===== src/rtl/qssg_pkg.sv =====
// qssg_pkg: shared types and constants of the quadrature step state generator
// no dependencies; every other rtl file but qssg_stream_if takes names from here by scope
`default_nettype none

package qssg_pkg;

   // default configuration handed to the top level
   localparam int STATES_PER_TICK_DEFAULT = 20;
   localparam int FIFO_DEPTH_DEFAULT      = 8;

   // largest supported number of states per tick and the lane index width
   localparam int MAX_STATES = 32;
   localparam int LANE_W     = $clog2(MAX_STATES);

   // fixed point scale of the reciprocal used to spread steps over states
   localparam int RECIP_SHIFT = 20;

   // request function codes
   localparam logic FUNC_TICK    = 1'b0;
   localparam logic FUNC_SET_REF = 1'b1;

   typedef struct packed {
      logic               func;
      logic signed [31:0] commanded_position;
      logic [3:0]         fifo_free;
   } qssg_req_type;

   typedef struct packed {
      logic [31:0]        state_word;
      logic               word_valid;
      logic               word_dropped;
      logic [31:0]        drop_total;
      logic signed [31:0] emitted_reference;
      logic [1:0]         quad_phase;
      logic               last;
   } qssg_rsp_type;

   // all results caused by one request, queued as a unit
   typedef struct packed {
      qssg_rsp_type [1:0] results;
      logic               two_results;
   } qssg_record_type;

   // architectural state carried from one request to the next
   typedef struct packed {
      logic [1:0]  phase_index;
      logic [31:0] reference_position;
      logic [31:0] packing_word;
      logic [3:0]  states_in_word;
      logic [1:0]  phase_snapshot;
      logic [31:0] reference_snapshot;
      logic [31:0] dropped_words;
   } qssg_state_type;

endpackage

`default_nettype wire


===== src/rtl/qssg_stream_if.sv =====
// qssg_stream_if: valid/ready channel carrying one payload per transfer
// payload type is set where the channel is instantiated
`default_nettype none

interface qssg_stream_if #(
   parameter type payload_type = logic
);
   logic        valid;
   logic        ready;
   payload_type payload;

   modport source (output valid, output payload, input ready);
   modport sink   (input valid, input payload, output ready);
endinterface

`default_nettype wire


===== src/rtl/qssg_lanes.sv =====
// qssg_lanes: per-state cumulative transition counts of the step spreader
// depends on qssg_pkg; lane i gives floor((i+1)*n/STATES_PER_TICK)
`default_nettype none

module qssg_lanes #(
   parameter int STATES_PER_TICK = qssg_pkg::STATES_PER_TICK_DEFAULT
) (
   input  logic [5:0] step_count,
   output logic [5:0] lane_steps [qssg_pkg::MAX_STATES]
);
   // ceil(2^shift / states): exact for every product below 2^shift / 32
   localparam int Recip =
      ((1 << qssg_pkg::RECIP_SHIFT) + STATES_PER_TICK - 1) / STATES_PER_TICK;

   for (genvar i = 0; i < qssg_pkg::MAX_STATES; i++) begin : g_lane
      if (i < STATES_PER_TICK) begin : g_used
         localparam logic [21:0] LaneScale = 22'((i + 1) * Recip);
         logic [27:0] product;
         assign product       = 28'(step_count) * 28'(LaneScale);
         assign lane_steps[i] = product[qssg_pkg::RECIP_SHIFT +: 6];
      end else begin : g_unused
         assign lane_steps[i] = 6'd0;
      end
   end
endmodule

`default_nettype wire


===== src/rtl/qssg_tick.sv =====
// qssg_tick: combinational evaluation of one request against the state
// depends on qssg_pkg and qssg_lanes; yields the next state and all results
`default_nettype none

module qssg_tick #(
   parameter int STATES_PER_TICK = qssg_pkg::STATES_PER_TICK_DEFAULT,
   parameter int FIFO_DEPTH      = qssg_pkg::FIFO_DEPTH_DEFAULT
) (
   input  qssg_pkg::qssg_req_type    req,
   input  qssg_pkg::qssg_state_type  state,
   output qssg_pkg::qssg_state_type  state_next,
   output qssg_pkg::qssg_record_type record
);
   localparam int          LaneCount  = qssg_pkg::MAX_STATES;
   localparam logic [qssg_pkg::LANE_W-1:0] LastLane =
      qssg_pkg::LANE_W'(STATES_PER_TICK - 1);
   localparam logic [5:0]  StatesTick = 6'(STATES_PER_TICK);
   localparam logic [24:0] StepClamp  = 25'(STATES_PER_TICK);
   localparam logic        SingleSlot = (FIFO_DEPTH < 2);

   // a point is a value relative to the current or the snapshot base
   typedef struct packed {
      logic       use_snap;
      logic [5:0] k;
   } point_type;

   function automatic logic [1:0] gray(input logic [1:0] phase);
      logic [1:0] code;
      unique case (phase)
         2'd0: code = 2'b00;
         2'd1: code = 2'b01;
         2'd2: code = 2'b11;
         2'd3: code = 2'b10;
         default: code = 2'b00;
      endcase
      return code;
   endfunction

   // count along a segment: base count plus steps since segment start
   function automatic logic [5:0] advance(input logic [5:0] k, input logic [5:0] t,
                                          input logic [5:0] t_start);
      logic [6:0] sum;
      sum = 7'(k) + 7'(t) - 7'(t_start);
      return sum[5:0];
   endfunction

   function automatic logic [31:0] point_ref(input point_type pt, input logic fwd,
                                             input logic [31:0] cur,
                                             input logic [31:0] snap);
      logic [31:0] base;
      logic [31:0] offset;
      base   = pt.use_snap ? snap : cur;
      offset = {18'd0, pt.k, 8'd0};
      return fwd ? base + offset : base - offset;
   endfunction

   function automatic logic [1:0] point_phase(input point_type pt, input logic fwd,
                                              input logic [1:0] cur,
                                              input logic [1:0] snap);
      logic [1:0] base;
      base = pt.use_snap ? snap : cur;
      return fwd ? base - pt.k[1:0] : base + pt.k[1:0];
   endfunction

   logic [32:0] cmd_x;
   logic [32:0] ref_x;
   logic [32:0] diff_fwd;
   logic [32:0] diff_back;
   logic [32:0] magnitude;
   logic        fwd;
   logic [24:0] whole_steps;
   logic [5:0]  step_count;
   logic [5:0]  lane_steps [LaneCount];
   logic [5:0]  span;
   logic [1:0]  words;
   logic [qssg_pkg::LANE_W-1:0] b1_idx;
   logic [qssg_pkg::LANE_W-1:0] b2_idx;
   logic [5:0]  t_b1;
   logic [5:0]  t_b2;
   logic [5:0]  t_last;
   logic        drop1;
   logic        drop2;
   logic        dr1;
   logic        dr2;
   point_type   snap1;
   point_type   snap2;
   point_type   final_pt;
   point_type   snapshot_pt;
   logic [63:0] lane_bits;
   logic [95:0] pos_bits;
   qssg_pkg::qssg_rsp_type status_rsp;
   qssg_pkg::qssg_rsp_type first_rsp;
   qssg_pkg::qssg_rsp_type second_rsp;

   // signed difference at 33 bits, magnitude from whichever side is positive
   assign cmd_x       = {req.commanded_position[31], req.commanded_position};
   assign ref_x       = {state.reference_position[31], state.reference_position};
   assign diff_fwd    = cmd_x - ref_x;
   assign diff_back   = ref_x - cmd_x;
   assign fwd         = ~diff_fwd[32];
   assign magnitude   = fwd ? diff_fwd : diff_back;
   assign whole_steps = magnitude[32:8];
   assign step_count  = (whole_steps > StepClamp) ? StatesTick : whole_steps[5:0];

   qssg_lanes #(
      .STATES_PER_TICK(STATES_PER_TICK)
   ) u_lanes (
      .step_count(step_count),
      .lane_steps(lane_steps)
   );

   // word boundaries fall on states 15-s and 31-s
   assign span   = 6'(state.states_in_word) + StatesTick;
   assign words  = span[5:4];
   assign b1_idx = qssg_pkg::LANE_W'({1'b0, ~state.states_in_word});
   assign b2_idx = qssg_pkg::LANE_W'({1'b1, ~state.states_in_word});
   assign t_b1   = lane_steps[b1_idx];
   assign t_b2   = lane_steps[b2_idx];
   assign t_last = lane_steps[LastLane];

   assign drop1 = (req.fifo_free == 4'd0);
   assign drop2 = (req.fifo_free < 4'd2) || SingleSlot;
   assign dr1   = (words != 2'd0) && drop1;
   assign dr2   = (words == 2'd2) && drop2;

   // values after each completed word, with rollback on a drop
   assign snap1.use_snap = drop1;
   assign snap1.k        = drop1 ? 6'd0 : t_b1;
   assign snap2.use_snap = snap1.use_snap;
   assign snap2.k        = drop2 ? snap1.k : advance(snap1.k, t_b2, t_b1);

   always_comb begin
      unique case (words)
         2'd0: begin
            final_pt    = '{use_snap: 1'b0, k: t_last};
            snapshot_pt = '{use_snap: 1'b1, k: 6'd0};
         end
         2'd1: begin
            final_pt    = '{use_snap: snap1.use_snap, k: advance(snap1.k, t_last, t_b1)};
            snapshot_pt = snap1;
         end
         default: begin
            final_pt    = '{use_snap: snap2.use_snap, k: advance(snap2.k, t_last, t_b2)};
            snapshot_pt = snap2;
         end
      endcase
   end

   // gray-coded pin state of every output state
   for (genvar i = 0; i < LaneCount; i++) begin : g_state
      if (i < STATES_PER_TICK) begin : g_used
         logic [5:0] pos;
         logic [5:0] cnt;
         logic [1:0] base;
         assign pos  = 6'(state.states_in_word) + 6'(i);
         assign cnt  = (pos[5:4] == 2'd0) ? lane_steps[i] :
                       (pos[5:4] == 2'd1) ? advance(snap1.k, lane_steps[i], t_b1) :
                                            advance(snap2.k, lane_steps[i], t_b2);
         assign base = ((pos[5:4] == 2'd0) ? 1'b0 :
                        (pos[5:4] == 2'd1) ? snap1.use_snap : snap2.use_snap)
                       ? state.phase_snapshot : state.phase_index;
         assign lane_bits[2*i +: 2] = gray(fwd ? base - cnt[1:0] : base + cnt[1:0]);
      end else begin : g_unused
         assign lane_bits[2*i +: 2] = 2'b00;
      end
   end

   // place the new states after the partial word
   assign pos_bits = ({32'd0, lane_bits} << {state.states_in_word, 1'b0})
                     | {64'd0, state.packing_word};

   always_comb begin
      status_rsp.state_word        = 32'd0;
      status_rsp.word_valid        = 1'b0;
      status_rsp.word_dropped      = 1'b0;
      status_rsp.drop_total        = state.dropped_words;
      status_rsp.emitted_reference = point_ref(final_pt, fwd, state.reference_position,
                                               state.reference_snapshot);
      status_rsp.quad_phase        = point_phase(final_pt, fwd, state.phase_index,
                                                 state.phase_snapshot);
      status_rsp.last              = 1'b1;

      first_rsp.state_word        = pos_bits[31:0];
      first_rsp.word_valid        = 1'b1;
      first_rsp.word_dropped      = drop1;
      first_rsp.drop_total        = state.dropped_words + 32'(dr1);
      first_rsp.emitted_reference = point_ref(snap1, fwd, state.reference_position,
                                              state.reference_snapshot);
      first_rsp.quad_phase        = point_phase(snap1, fwd, state.phase_index,
                                                state.phase_snapshot);
      first_rsp.last              = (words == 2'd1);

      second_rsp.state_word        = pos_bits[63:32];
      second_rsp.word_valid        = 1'b1;
      second_rsp.word_dropped      = drop2;
      second_rsp.drop_total        = state.dropped_words + 32'(dr1) + 32'(dr2);
      second_rsp.emitted_reference = point_ref(snap2, fwd, state.reference_position,
                                               state.reference_snapshot);
      second_rsp.quad_phase        = point_phase(snap2, fwd, state.phase_index,
                                                 state.phase_snapshot);
      second_rsp.last              = 1'b1;

      state_next = state;
      record.results[1] = second_rsp;

      if (req.func == qssg_pkg::FUNC_SET_REF) begin
         state_next.reference_position = req.commanded_position;
         state_next.reference_snapshot = req.commanded_position;
         state_next.phase_snapshot     = state.phase_index;
         record.results[0]                   = status_rsp;
         record.results[0].drop_total        = state.dropped_words;
         record.results[0].emitted_reference = req.commanded_position;
         record.results[0].quad_phase        = state.phase_index;
         record.two_results                  = 1'b0;
      end else begin
         state_next.phase_index        = status_rsp.quad_phase;
         state_next.reference_position = status_rsp.emitted_reference;
         state_next.phase_snapshot     = point_phase(snapshot_pt, fwd, state.phase_index,
                                                     state.phase_snapshot);
         state_next.reference_snapshot = point_ref(snapshot_pt, fwd,
                                                   state.reference_position,
                                                   state.reference_snapshot);
         state_next.states_in_word     = span[3:0];
         state_next.dropped_words      = second_rsp.drop_total;
         unique case (words)
            2'd0: begin
               state_next.packing_word = pos_bits[31:0];
               record.results[0]       = status_rsp;
               record.two_results      = 1'b0;
            end
            2'd1: begin
               state_next.packing_word = pos_bits[63:32];
               record.results[0]       = first_rsp;
               record.two_results      = 1'b0;
            end
            default: begin
               state_next.packing_word = pos_bits[95:64];
               record.results[0]       = first_rsp;
               record.two_results      = 1'b1;
            end
         endcase
      end
   end
endmodule

`default_nettype wire


===== src/rtl/qssg_rsp_queue.sv =====
// qssg_rsp_queue: two-record result queue driving the response channel
// depends on qssg_pkg and qssg_stream_if; a record holds one or two results
`default_nettype none

module qssg_rsp_queue (
   input  logic                      clock,
   input  logic                      reset,
   input  logic                      push,
   input  qssg_pkg::qssg_record_type push_record,
   output logic                      full,
   qssg_stream_if.source             rsp_if
);
   qssg_pkg::qssg_record_type mem_ff [2];
   qssg_pkg::qssg_record_type head;
   logic       wr_ptr_ff;
   logic       wr_ptr_in;
   logic       rd_ptr_ff;
   logic       rd_ptr_in;
   logic [1:0] count_ff;
   logic [1:0] count_in;
   logic       sub_ff;
   logic       sub_in;
   logic       transfer;
   logic       pop;

   assign head           = mem_ff[rd_ptr_ff];
   assign full           = (count_ff == 2'd2);
   assign rsp_if.valid   = (count_ff != 2'd0);
   assign rsp_if.payload = sub_ff ? head.results[1] : head.results[0];
   assign transfer       = rsp_if.valid && rsp_if.ready;
   // record leaves after its final result transfer
   assign pop            = transfer && (sub_ff || !head.two_results);

   always_comb begin
      wr_ptr_in = push ? ~wr_ptr_ff : wr_ptr_ff;
      rd_ptr_in = pop ? ~rd_ptr_ff : rd_ptr_ff;
      count_in  = count_ff + 2'(push) - 2'(pop);
      sub_in    = transfer ? !pop : sub_ff;
   end

   always_ff @(posedge clock) begin
      if (reset) begin
         wr_ptr_ff <= 1'b0;
         rd_ptr_ff <= 1'b0;
         count_ff  <= 2'd0;
         sub_ff    <= 1'b0;
      end else begin
         wr_ptr_ff <= wr_ptr_in;
         rd_ptr_ff <= rd_ptr_in;
         count_ff  <= count_in;
         sub_ff    <= sub_in;
      end
   end

   always_ff @(posedge clock) begin
      if (push) begin
         mem_ff[wr_ptr_ff] <= push_record;
      end
   end
endmodule

`default_nettype wire


===== src/rtl/quadrature_step_state_generator_core.sv =====
// quadrature_step_state_generator_core: top level of the step state generator
// depends on qssg_pkg, qssg_stream_if, qssg_tick, qssg_lanes and qssg_rsp_queue
//
//   channel | direction | payload         | transfer when
//   req_if  | in        | qssg_req_type   | req_if.valid && req_if.ready
//   rsp_if  | out       | qssg_rsp_type   | rsp_if.valid && rsp_if.ready
//
// a request is registered, evaluated combinationally against the state and pushed
// as one record into a two-record result queue that drains to rsp_if.
// one request per cycle is taken while the queue is not full, results drain one
// per cycle while ready is high; two completed words give two result transfers.
// reset clears the state to zero and empties the queue.
// a stalled response side holds requests once both queue records are taken.
`default_nettype none

module quadrature_step_state_generator_core #(
   parameter int STATES_PER_TICK = qssg_pkg::STATES_PER_TICK_DEFAULT,
   parameter int FIFO_DEPTH      = qssg_pkg::FIFO_DEPTH_DEFAULT
) (
   input  logic          clock,
   input  logic          reset,
   qssg_stream_if.sink   req_if,
   qssg_stream_if.source rsp_if
);
   // input register
   logic                      req_valid_ff;
   logic                      req_valid_in;
   qssg_pkg::qssg_req_type    req_data_ff;

   // architectural state
   qssg_pkg::qssg_state_type  state_ff;
   qssg_pkg::qssg_state_type  state_in;

   qssg_pkg::qssg_record_type record;
   logic                      queue_full;
   logic                      commit;
   logic                      req_transfer;

   // the registered request retires once its record fits in the queue
   assign commit       = req_valid_ff && !queue_full;
   assign req_if.ready = !req_valid_ff || commit;
   assign req_transfer = req_if.valid && req_if.ready;

   always_comb begin
      req_valid_in = req_valid_ff;
      if (req_transfer) begin
         req_valid_in = 1'b1;
      end else if (commit) begin
         req_valid_in = 1'b0;
      end
   end

   always_ff @(posedge clock) begin
      if (reset) begin
         req_valid_ff <= 1'b0;
         state_ff     <= '0;
      end else begin
         req_valid_ff <= req_valid_in;
         if (commit) begin
            state_ff <= state_in;
         end
      end
   end

   // payload register, no reset needed
   always_ff @(posedge clock) begin
      if (req_transfer) begin
         req_data_ff <= req_if.payload;
      end
   end

   // step spreading, gray packing and drop rollback
   qssg_tick #(
      .STATES_PER_TICK(STATES_PER_TICK),
      .FIFO_DEPTH     (FIFO_DEPTH)
   ) u_tick (
      .req       (req_data_ff),
      .state     (state_ff),
      .state_next(state_in),
      .record    (record)
   );

   // result queue feeding the response channel
   qssg_rsp_queue u_rsp_queue (
      .clock      (clock),
      .reset      (reset),
      .push       (commit),
      .push_record(record),
      .full       (queue_full),
      .rsp_if     (rsp_if)
   );
endmodule

`default_nettype wire


===== src/flat_wrapper.sv =====
// flat-port wrapper written by rule: the top's interface ports become plain ports
module quadrature_step_state_generator_core_flat 
#(
   parameter int STATES_PER_TICK = qssg_pkg::STATES_PER_TICK_DEFAULT,
   parameter int FIFO_DEPTH      = qssg_pkg::FIFO_DEPTH_DEFAULT
)
  (clock, reset, req_if_valid, req_if_payload, req_if_ready, rsp_if_valid, rsp_if_payload, rsp_if_ready);
  qssg_stream_if #(.payload_type(qssg_pkg::qssg_req_type)) req_if_i ();
  qssg_stream_if #(.payload_type(qssg_pkg::qssg_rsp_type)) rsp_if_i ();
  input  logic clock;
  input  logic reset;
  input wire logic [$bits(req_if_i.valid)-1:0] req_if_valid;
  input wire logic [$bits(req_if_i.payload)-1:0] req_if_payload;
  output wire logic [$bits(req_if_i.ready)-1:0] req_if_ready;
  output wire logic [$bits(rsp_if_i.valid)-1:0] rsp_if_valid;
  output wire logic [$bits(rsp_if_i.payload)-1:0] rsp_if_payload;
  input wire logic [$bits(rsp_if_i.ready)-1:0] rsp_if_ready;
  assign req_if_i.valid = req_if_valid;
  assign req_if_i.payload = req_if_payload;
  assign req_if_ready = req_if_i.ready;
  assign rsp_if_valid = rsp_if_i.valid;
  assign rsp_if_payload = rsp_if_i.payload;
  assign rsp_if_i.ready = rsp_if_ready;
  quadrature_step_state_generator_core #(.STATES_PER_TICK(STATES_PER_TICK), .FIFO_DEPTH(FIFO_DEPTH)) u_core (.clock(clock), .reset(reset), .req_if(req_if_i), .rsp_if(rsp_if_i));
endmodule

===== config.mk =====
export PLATFORM = sky130hd
export DESIGN_NAME = quadrature_step_state_generator_core_flat
export DESIGN_NICKNAME = d
export VERILOG_FILES = /design/src/rtl/qssg_pkg.sv /design/src/rtl/qssg_stream_if.sv /design/src/rtl/qssg_lanes.sv /design/src/rtl/qssg_tick.sv /design/src/rtl/qssg_rsp_queue.sv /design/src/rtl/quadrature_step_state_generator_core.sv /design/src/flat_wrapper.sv
export SDC_FILE = /design/constraint.sdc
export NUM_CORES = 2
export LEC_CHECK = 0
export BUFFER_PORTS_ARGS = -buffer_cell sky130_fd_sc_hd__buf_2
export CAP_MARGIN = 30
export CORE_ASPECT_RATIO = 0.5
export CORE_MARGIN = 2
export CORE_UTILIZATION = 58
export CTS_BUF_LIST = sky130_fd_sc_hd__clkbuf_16
export DETAILED_ROUTE_END_ITERATION = 8
export PLACE_DENSITY = 0.8
export SYNTH_ARGS = -nofsm -noshare
export SYNTH_HDL_FRONTEND = slang
export SYNTH_SLANG_ARGS = --single-unit

===== constraint.sdc =====
create_clock -name clock -period 13.2 [get_ports clock]
set_input_delay 0.66 -clock clock [delete_from_list [all_inputs] [get_ports clock]]
set_output_delay 0.66 -clock clock [all_outputs]
set_load 0.02 [all_outputs]

# [Yosys cells after proc, flatten, opt, wreduce, memory -nomap -nowiden]
# Memories as Yosys holds them, arrays and structs flattened. A register that Yosys moved wholly into a read port is not among the register bits.
# Cells that the tools add are included.
[totals] ff_bits=179 inputBits=41 ramBits=402 output_inout_bits=103 elab_cells=501 n_memories=1
[mem_list] name="u_core.u_rsp_queue.mem_ff" depth=2 width=201 read_ports=1 rd_ports_with_merged_regs=1 write_ports=1 line_no="qssg_rsp_queue.sv:13" rtl="qssg_pkg::qssg_record_type mem_ff [2];"
[classes] magnitude_cmp=4 shifts=1 n_reduce_logical=57 muxes=154 mul=20 n_addsub=160 n_bitwise=7 n_eq_ne=82
[op_table] op="32-bit two-way mux" n=8
[op_table] op="102-bit case mux with 2 select lines" n=1
[op_table] op="2-bit two-way mux" n=84
[op_table] op="2-bit case mux with 4 select lines" n=20
[op_table] op="6-bit by 19-bit multiplier with 25-bit output (second input constant)" n=6
[op_table] op="6-bit by 20-bit multiplier with 26-bit output (second input constant)" n=5
[op_table] op="32-bit by 14-bit adder with 32-bit output" n=4
[op_table] op="32-bit by 14-bit subtractor with 32-bit output" n=4
[op_table] op="2-bit adder" n=60
[op_table] op="2-bit subtractor" n=60
[op_table] op="6-bit by 16-bit multiplier with 22-bit output (second input constant)" n=5
[op_table] op="102-bit two-way mux" n=1
[op_table] op="101-bit two-way mux" n=1
[op_table] op="96-bit by 32-bit OR with 96-bit output" n=1
[op_table] op="40-bit by 5-bit << shifter with 96-bit output" n=1
[op_table] op="2-bit equality test (second input constant)" n=42
[op_table] op="2-bit zero test" n=40
[op_table] op="6-bit by 18-bit multiplier with 24-bit output (second input constant)" n=3
[op_table] op="32-bit by 32-bit subtractor with 33-bit output" n=2
[op_table] op="32-bit by 1-bit adder with 32-bit output" n=2
[op_table] op="32-bit case mux with 2 select lines" n=1
[op_table] op="6-bit binary-select mux with 5-bit select" n=2
[op_table] op="2-bit by 1-bit equality test with 1-bit output (second input constant)" n=25
[op_table] op="6-bit two-way mux" n=7
[op_table] op="28 further kinds" n=100

# [Logic depth before layout (Yosys ltp)]
[depth] ltp_word=24 mapped_depth=66 ltp_nobuf=63

# [Modules after synthesis]
# From an unflattened synthesis, not the netlist that was laid out.
[unflattened] hier_cells=4866 area_unflattened_um2=49304.8
[by_module_without_submodules] module="qssg_tick" n_inst=1 area_per_inst_um2=19919.1 seq_area_each_um2=0.0 cells_each=2834
[by_module_without_submodules] module="qssg_rsp_queue" n_inst=1 area_per_inst_um2=14948.1 seq_area_each_um2=12311.8 cells_each=563
[by_module_without_submodules] module="quadrature_step_state_generator_core" n_inst=1 area_per_inst_um2=7798.7 seq_area_each_um2=3853.7 cells_each=662
[by_module_without_submodules] module="qssg_lanes" n_inst=1 area_per_inst_um2=6638.9 seq_area_each_um2=0.0 cells_each=807

# [Worst setup path before layout]
# Ideal clock, no wire load.
[synth_path] kind="reg-to-reg" start="register u_core.state_ff[104] (netlist bit)" end="register u_core.state_ff[133] (netlist bit)" t_arrival_ps=13795 path_buffers=1 required_time_ps=13072 setup_slack_ps=-722 synth_period_minus_slack_ps=13922 path_stages_with_launch=58 path_cell_list="dfxtp_1 > inv_1 > ha_1 > a21oi_1 > o221ai_2 > a221o_1 > a311oi_4 > o21ai_4 > a21oi_4 > buf_4 > o221ai_1 > a2bb2oi_1 > o2111ai_4 > nor4_1 > inv_1 > ha_1 > inv_1 > fa_1 > [... 22 more ...] > a21oi_1 > xor2_1 > xnor2_1 > a21oi_1 > ha_1 > o21ai_0 > ha_1 > a21boi_0 > o2111a_1 > o31ai_1 > o21ai_0 > nor4_1 > o31a_1 > a21oi_1 > nand3_1 > nand2_1 > xnor2_1 > o2bb2ai_1"
[synth_via] elab_chain_len=18 word_cells_on_any_way=45
[synth_lines] item="from (decl)" line_no="quadrature_step_state_generator_core.sv:31" rtl="qssg_pkg::qssg_state_type state_ff;"
[synth_lines] item="from (signal assigned)" line_no="quadrature_step_state_generator_core.sv:60" rtl="state_ff <= state_in;"
[synth_lines] item="32-bit by 32-bit subtractor with 33-bit output, on equally long branches" line_no="qssg_tick.sv:98, qssg_tick.sv:99"
[synth_lines] item="33-bit two-way mux" line_no="qssg_tick.sv:101" rtl="assign magnitude = fwd ? diff_fwd : diff_back;"
[synth_lines] item="25-bit by 5-bit > comparator with 1-bit output" line_no="qssg_tick.sv:103" rtl="assign step_count = (whole_steps > StepClamp) ? StatesTick : whole_steps[5:0];"
[synth_lines] item="6-bit two-way mux" line_no="qssg_tick.sv:103"
[synth_lines] item="6-bit by 20-bit multiplier with 26-bit output (tied with other cells)" line_no="qssg_lanes.sv:19" rtl="assign product = 28'(step_count) * 28'(LaneScale);"
[synth_lines] item="6-bit binary-select mux with 5-bit select" line_no="qssg_tick.sv:117" rtl="assign t_b1 = lane_steps[b1_idx];"
[synth_lines] item="6-bit two-way mux (implied by the code) (2 in series)" line_no="qssg_tick.sv:117"
[synth_lines] item="6-bit two-way mux" line_no="qssg_tick.sv:128" rtl="assign snap1.k = drop1 ? 6'd0 : t_b1;"
[synth_lines] item="6-bit adder" line_no="qssg_tick.sv:43" rtl="sum = 7'(k) + 7'(t) - 7'(t_start);"
[synth_lines] item="6-bit subtractor" line_no="qssg_tick.sv:43"
[synth_lines] item="6-bit two-way mux" line_no="qssg_tick.sv:130" rtl="assign snap2.k = drop2 ? snap1.k : advance(snap1.k, t_b2, t_b1);"
[synth_lines] item="6-bit adder"
[synth_lines] item="6-bit subtractor"
[synth_lines] item="7-bit case mux with 2 select lines" line_no="qssg_tick.sv:133" rtl="unique case (words)"
[synth_lines] item="32-bit by 14-bit adder with 32-bit output or 32-bit by 14-bit subtractor with 32-bit output (tied branches)" line_no="qssg_tick.sv:54" rtl="return fwd ? base + offset : base - offset;"
[synth_lines] item="32-bit two-way mux *" line_no="qssg_tick.sv:54"
[synth_lines] item="32-bit two-way mux *" line_no="qssg_tick.sv:206" rtl="if (req.func == qssg_pkg::FUNC_SET_REF) begin"
# Every way passes the cells marked *; elsewhere a longest branch is shown, timed or not. The select of a mux whose other input is x is not followed.
# A chain may end at the register's enable or synchronous reset.

# [Final worst setup path]
[layout_path] start="register u_core.state_ff[106] (netlist bit)" end="register u_core.state_ff[132] (netlist bit)"
# Same word-level chain as after synthesis.

==> run summary <==
================================================================================
Result of the run ................................................. finished, final reports clean
Worst reg2reg path depth ..........................................           64
Total power per unit cell area ....................................   165 nW/µm²
Number of antenna violations at the first check in global routing .            4
Hold violation total from the final report ........................            0
CTS clk-pin slew, worst paths .....................................      0.08 ns
Rel. slew slack ...................................................        24.6%
Clock root buffer master .......................................... sky130_fd_sc_hd__clkbuf_16
Fraction of final layout cells sized beyond drive strength 1 ......        23.2%
Met1 Usage GRT ....................................................        46.0%
Flop2flop setup slack .............................................      0.26 ns
Routed wire length per instance ...................................      22.2 µm
Part of the Yosys area used for sequential elements ...............        40.0%
Critical path launch point type ...................................    flip-flop
Area of the core region ...........................................    68600 µm²
TritonCTS clock tree ..............................................         done
IO Port Bufs ......................................................          143
Area of the die ...................................................    71200 µm²
Global-route wire length before repair ............................    181000 µm
DRC marker count from the first detailed-route iteration ..........         3401
Layout Nets .......................................................         4879
Number of enable-type register cells in the synthesized netlist ...          439
Post-Synthesis Cell Area ..........................................    40000 µm²
Biggest cell delay along the critical path ........................      0.56 ns
Gr ovfl total .....................................................            0
DRC Markers .......................................................            0
Wirelength, routed ................................................    119000 µm
Overall via count from detail_route ...............................        32582
Vertical die dimension ............................................       190 µm
Std-Cell Rows .....................................................           68
Final-layout setup total negative slack ...........................         0 ns
Number of buffers created by CTS ..................................           53
Worst ir drop on vdd ..............................................   0.000135 V
Crit path max fanout ..............................................            7
Worst Hold Launch ................................................. req_if_payload[24]
Required @ worst endpoint .........................................     13.74 ns
Endpoint kind of the worst setup timing path ......................    flip-flop
Insertion delay to the later sink of the worst-skew pair ..........      0.66 ns
Post-detailed-route via-to-cell ratio .............................         6.09
Cell type of the slowest stage on the worst timing path ........... sky130_fd_sc_hd__mux4_2
Maximum number of pins on one net before global-route repair ......           80
MaxCap Viol Count .................................................            0
Reg-to-reg critical path endpoint ................................. u_core.state_ff[132]$_SDFFE_PP0P_
Die outline width .................................................       375 µm
Min-Delay Path Depth ..............................................            1
Syn. warnings .....................................................            0
Combined global-route utilization of all metal layers .............        32.6%
GPL Wtd Cong ......................................................         1.00
Hold endpoint ..................................................... u_core.req_data_ff[24]$_DFFE_PP_
Total placed instance area ........................................    44700 µm²
Max frequency .....................................................     77.3 MHz
Number of buffers on the longest clock path .......................            3
Post-Synthesis Mean Instance Area .................................     10.3 µm²
Setup Skew ........................................................    0.0396 ns
Type of the most critical hold path ............................... input port to flip-flop
Count of H-tree levels built during CTS ...........................            2
Gate count of the mapped netlist ..................................         3889
Synth Flop Type ................................................... sky130_fd_sc_hd__edfxtp_1
Min cycle time layout .............................................     12.94 ns
Final instance area ...............................................    47400 µm²
FF-to-FF Start .................................................... u_core.state_ff[106]$_SDFFE_PP0P_
Transition time of the tightest slew-check pin ....................      1.12 ns
Met2 routing resource usage after global routing ..................        52.7%
Share of flip-flops with an asynchronous set or reset .............           0%
Total iterations of the first detailed-routing run ................            6
Number of placed I/O pins .........................................          144
Period utilisation layout .........................................        98.0%
Standby leakage power .............................................      19.7 nW
Number of global-route vias before repair .........................        31956
Data arrival time of the critical path ............................     13.47 ns
Synth-to-layout area growth .......................................        18.5%
Gr busiest metal ..................................................         met2
Dominant cell type by count on the critical path .................. sky130_fd_sc_hd__ha_4
Crit Path Category ................................................ flip-flop to flip-flop
HPWL after DPL ....................................................     88300 µm
Effective utilization at floorplan ................................        58.4%
Fin. max-slew vios ................................................            0
Number of endpoints failing setup at the final stage ..............            0
Number of nets still failing antenna checks after routing .........            0
Total clock sinks .................................................          580
Number of register bits inferred by synthesis .....................          580
Unique cell type count in the Yosys netlist .......................          106
Met3 routing resource usage after global routing ..................        5.16%
================================================================================
-- how the worst max path moves through the flow --
stage	from	end	slack, ns
floorplan	u_core.state_ff[104]$_SDFFE_PP0P_	u_core.state_ff[133]$_SDFFE_PP0P_	0.006
global placement	u_core.req_data_ff[10]$_DFFE_PP_	u_core.state_ff[132]$_SDFFE_PP0P_	-0.13
detailed placement	u_core.req_data_ff[13]$_DFFE_PP_	u_core.state_ff[132]$_SDFFE_PP0P_	-0.35
CTS	u_core.req_data_ff[8]$_DFFE_PP_	u_core.state_ff[132]$_SDFFE_PP0P_	0.006
global route	u_core.req_data_ff[25]$_DFFE_PP_	u_core.state_ff[130]$_SDFFE_PP0P_	-0.19
finish	u_core.state_ff[106]$_SDFFE_PP0P_	u_core.state_ff[132]$_SDFFE_PP0P_	0.26
-- power by group --
group	switching, mW	total, mW	internal (mW)
Sequential	0.109	2.39	2.28
Combinational	2.25	3.91	1.66
Clock	0.747	1.53	0.787
-- metrics by stage --
step / std cells / util [%] / setup WS (ns) / hold slack (ns) / power, mW
2_1_floorplan: 3893 / - / 0.00619 / 0.432 / 4.81
3_3_place_gp: 5219 / 65.1 / -0.128 / 0.439 / 6.01
3_5_place_dp: 5223 / 65.2 / -0.353 / 0.444 / 6.09
4_1_cts: 5328 / 67.8 / 0.00605 / 0.148 / 7.66
5_1_grt: 5347 / 69.2 / -0.187 / 0.156 / 8.23
6_report: 5349 / 69.2 / 0.265 / 0.167 / 7.84
-- cell usage after synthesis (56+ instances only) --
cell type	count	area share [%]
sky130_fd_sc_hd__nand2_1	330	3.1
sky130_fd_sc_hd__inv_1	279	2.6
sky130_fd_sc_hd__edfxtp_1	439	33
sky130_fd_sc_hd__clkbuf_1	119	1.1
sky130_fd_sc_hd__ha_1	385	12
sky130_fd_sc_hd__nand3_1	62	0.78
sky130_fd_sc_hd__xor2_1	98	2.1
sky130_fd_sc_hd__a21o_1	56	1.1
sky130_fd_sc_hd__o21ai_0	216	2.7
sky130_fd_sc_hd__a21oi_1	270	3.4
sky130_fd_sc_hd__xnor2_1	234	5.1
sky130_fd_sc_hd__mux4_2	101	5.7
sky130_fd_sc_hd__fa_1	61	3.1
sky130_fd_sc_hd__dfxtp_1	141	7.1
sky130_fd_sc_hd__nor2_1	308	2.9
sky130_fd_sc_hd__nor3_1	71	0.89
-- worst max-delay path, delay by kind of cell (launching register included) --
kind / cells / cell delay, ns
fa+ha+maj: 11 / 3.36
compound gates: 24 / 4.33
buf+inv: 14 / 1.58
simple gates: 6 / 1.17
mux: 2 / 0.77
flops: 1 / 0.35
xor+xnor: 7 / 1.26
-- cell type report --
cell class	count	area (µm²)
multi-input cells	2841	23000
fillers	5071	21100
flip-flops and latches	580	16000
repair buffers	628	4460
clock buffers	53	1330
well taps	910	1140
inverters	288	1080
clock inverters	46	367
diodes	3	7.51
-- flip-flops by register name, indices dropped and copies added, names as in the netlist, named ones only --
| register | count |
|---|---|
| u_core.u_rsp_queue.mem_ff | 402 |
| u_core.state_ff | 134 |
| u_core.req_data_ff | 37 |
| u_core.u_rsp_queue.count_ff | 2 |
| u_core.req_valid_ff | 1 |
| u_core.u_rsp_queue.rd_ptr_ff | 1 |
| u_core.u_rsp_queue.sub_ff | 1 |
| u_core.u_rsp_queue.wr_ptr_ff | 1 |
-- layout by cell type, fill, tap and decap left out, types with 101 or more instances in the layout --
cell / synthesis / routed
sky130_fd_sc_hd__nor2_1: 308 / 301
sky130_fd_sc_hd__mux4_2: 101 / 101
sky130_fd_sc_hd__ha_1: 385 / 354
sky130_fd_sc_hd__o21ai_0: 216 / 195
sky130_fd_sc_hd__nand2_1: 330 / 328
sky130_fd_sc_hd__edfxtp_1: 439 / 439
sky130_fd_sc_hd__xnor2_1: 234 / 232
sky130_fd_sc_hd__dfxtp_1: 141 / 137
sky130_fd_sc_hd__buf_2: 26 / 144
sky130_fd_sc_hd__a21oi_1: 270 / 244
sky130_fd_sc_hd__buf_4: 5 / 475
sky130_fd_sc_hd__inv_1: 279 / 283
-- kinds of logic (layout without fill, tap and decap cells) --
kind of cell / count (synthesis) / in the layout / synth area share [%]
compound gates: 859 / 859 / 13.5
xor+xnor: 335 / 335 / 7.42
fa+ha+maj: 447 / 447 / 15.1
buf+inv: 472 / 1015 / 4.57
flops: 580 / 580 / 40.0
mux: 170 / 170 / 7.51
other cells: 2 / 9 / 0.0188
simple gates: 1024 / 1024 / 11.9
-- layer usage --
| metal | vias up | wire (µm) |
|---|---|---|
| met2 | 1386 | 54400 |
| met3 | 215 | 9780 |
| met5 | - | 0 |
| met1 | 15968 | 51500 |
| li1 | 15013 | - |
| met4 | 0 | 3180 |
-- timing repair --
action                                  CTS  global route
hold buffers                              0             0
resized for setup                        24           142
pin swaps                                13            72
endpoints found under the setup margin   11            33
buffers inserted                          6            14
(Power assumes the default switching activity.)
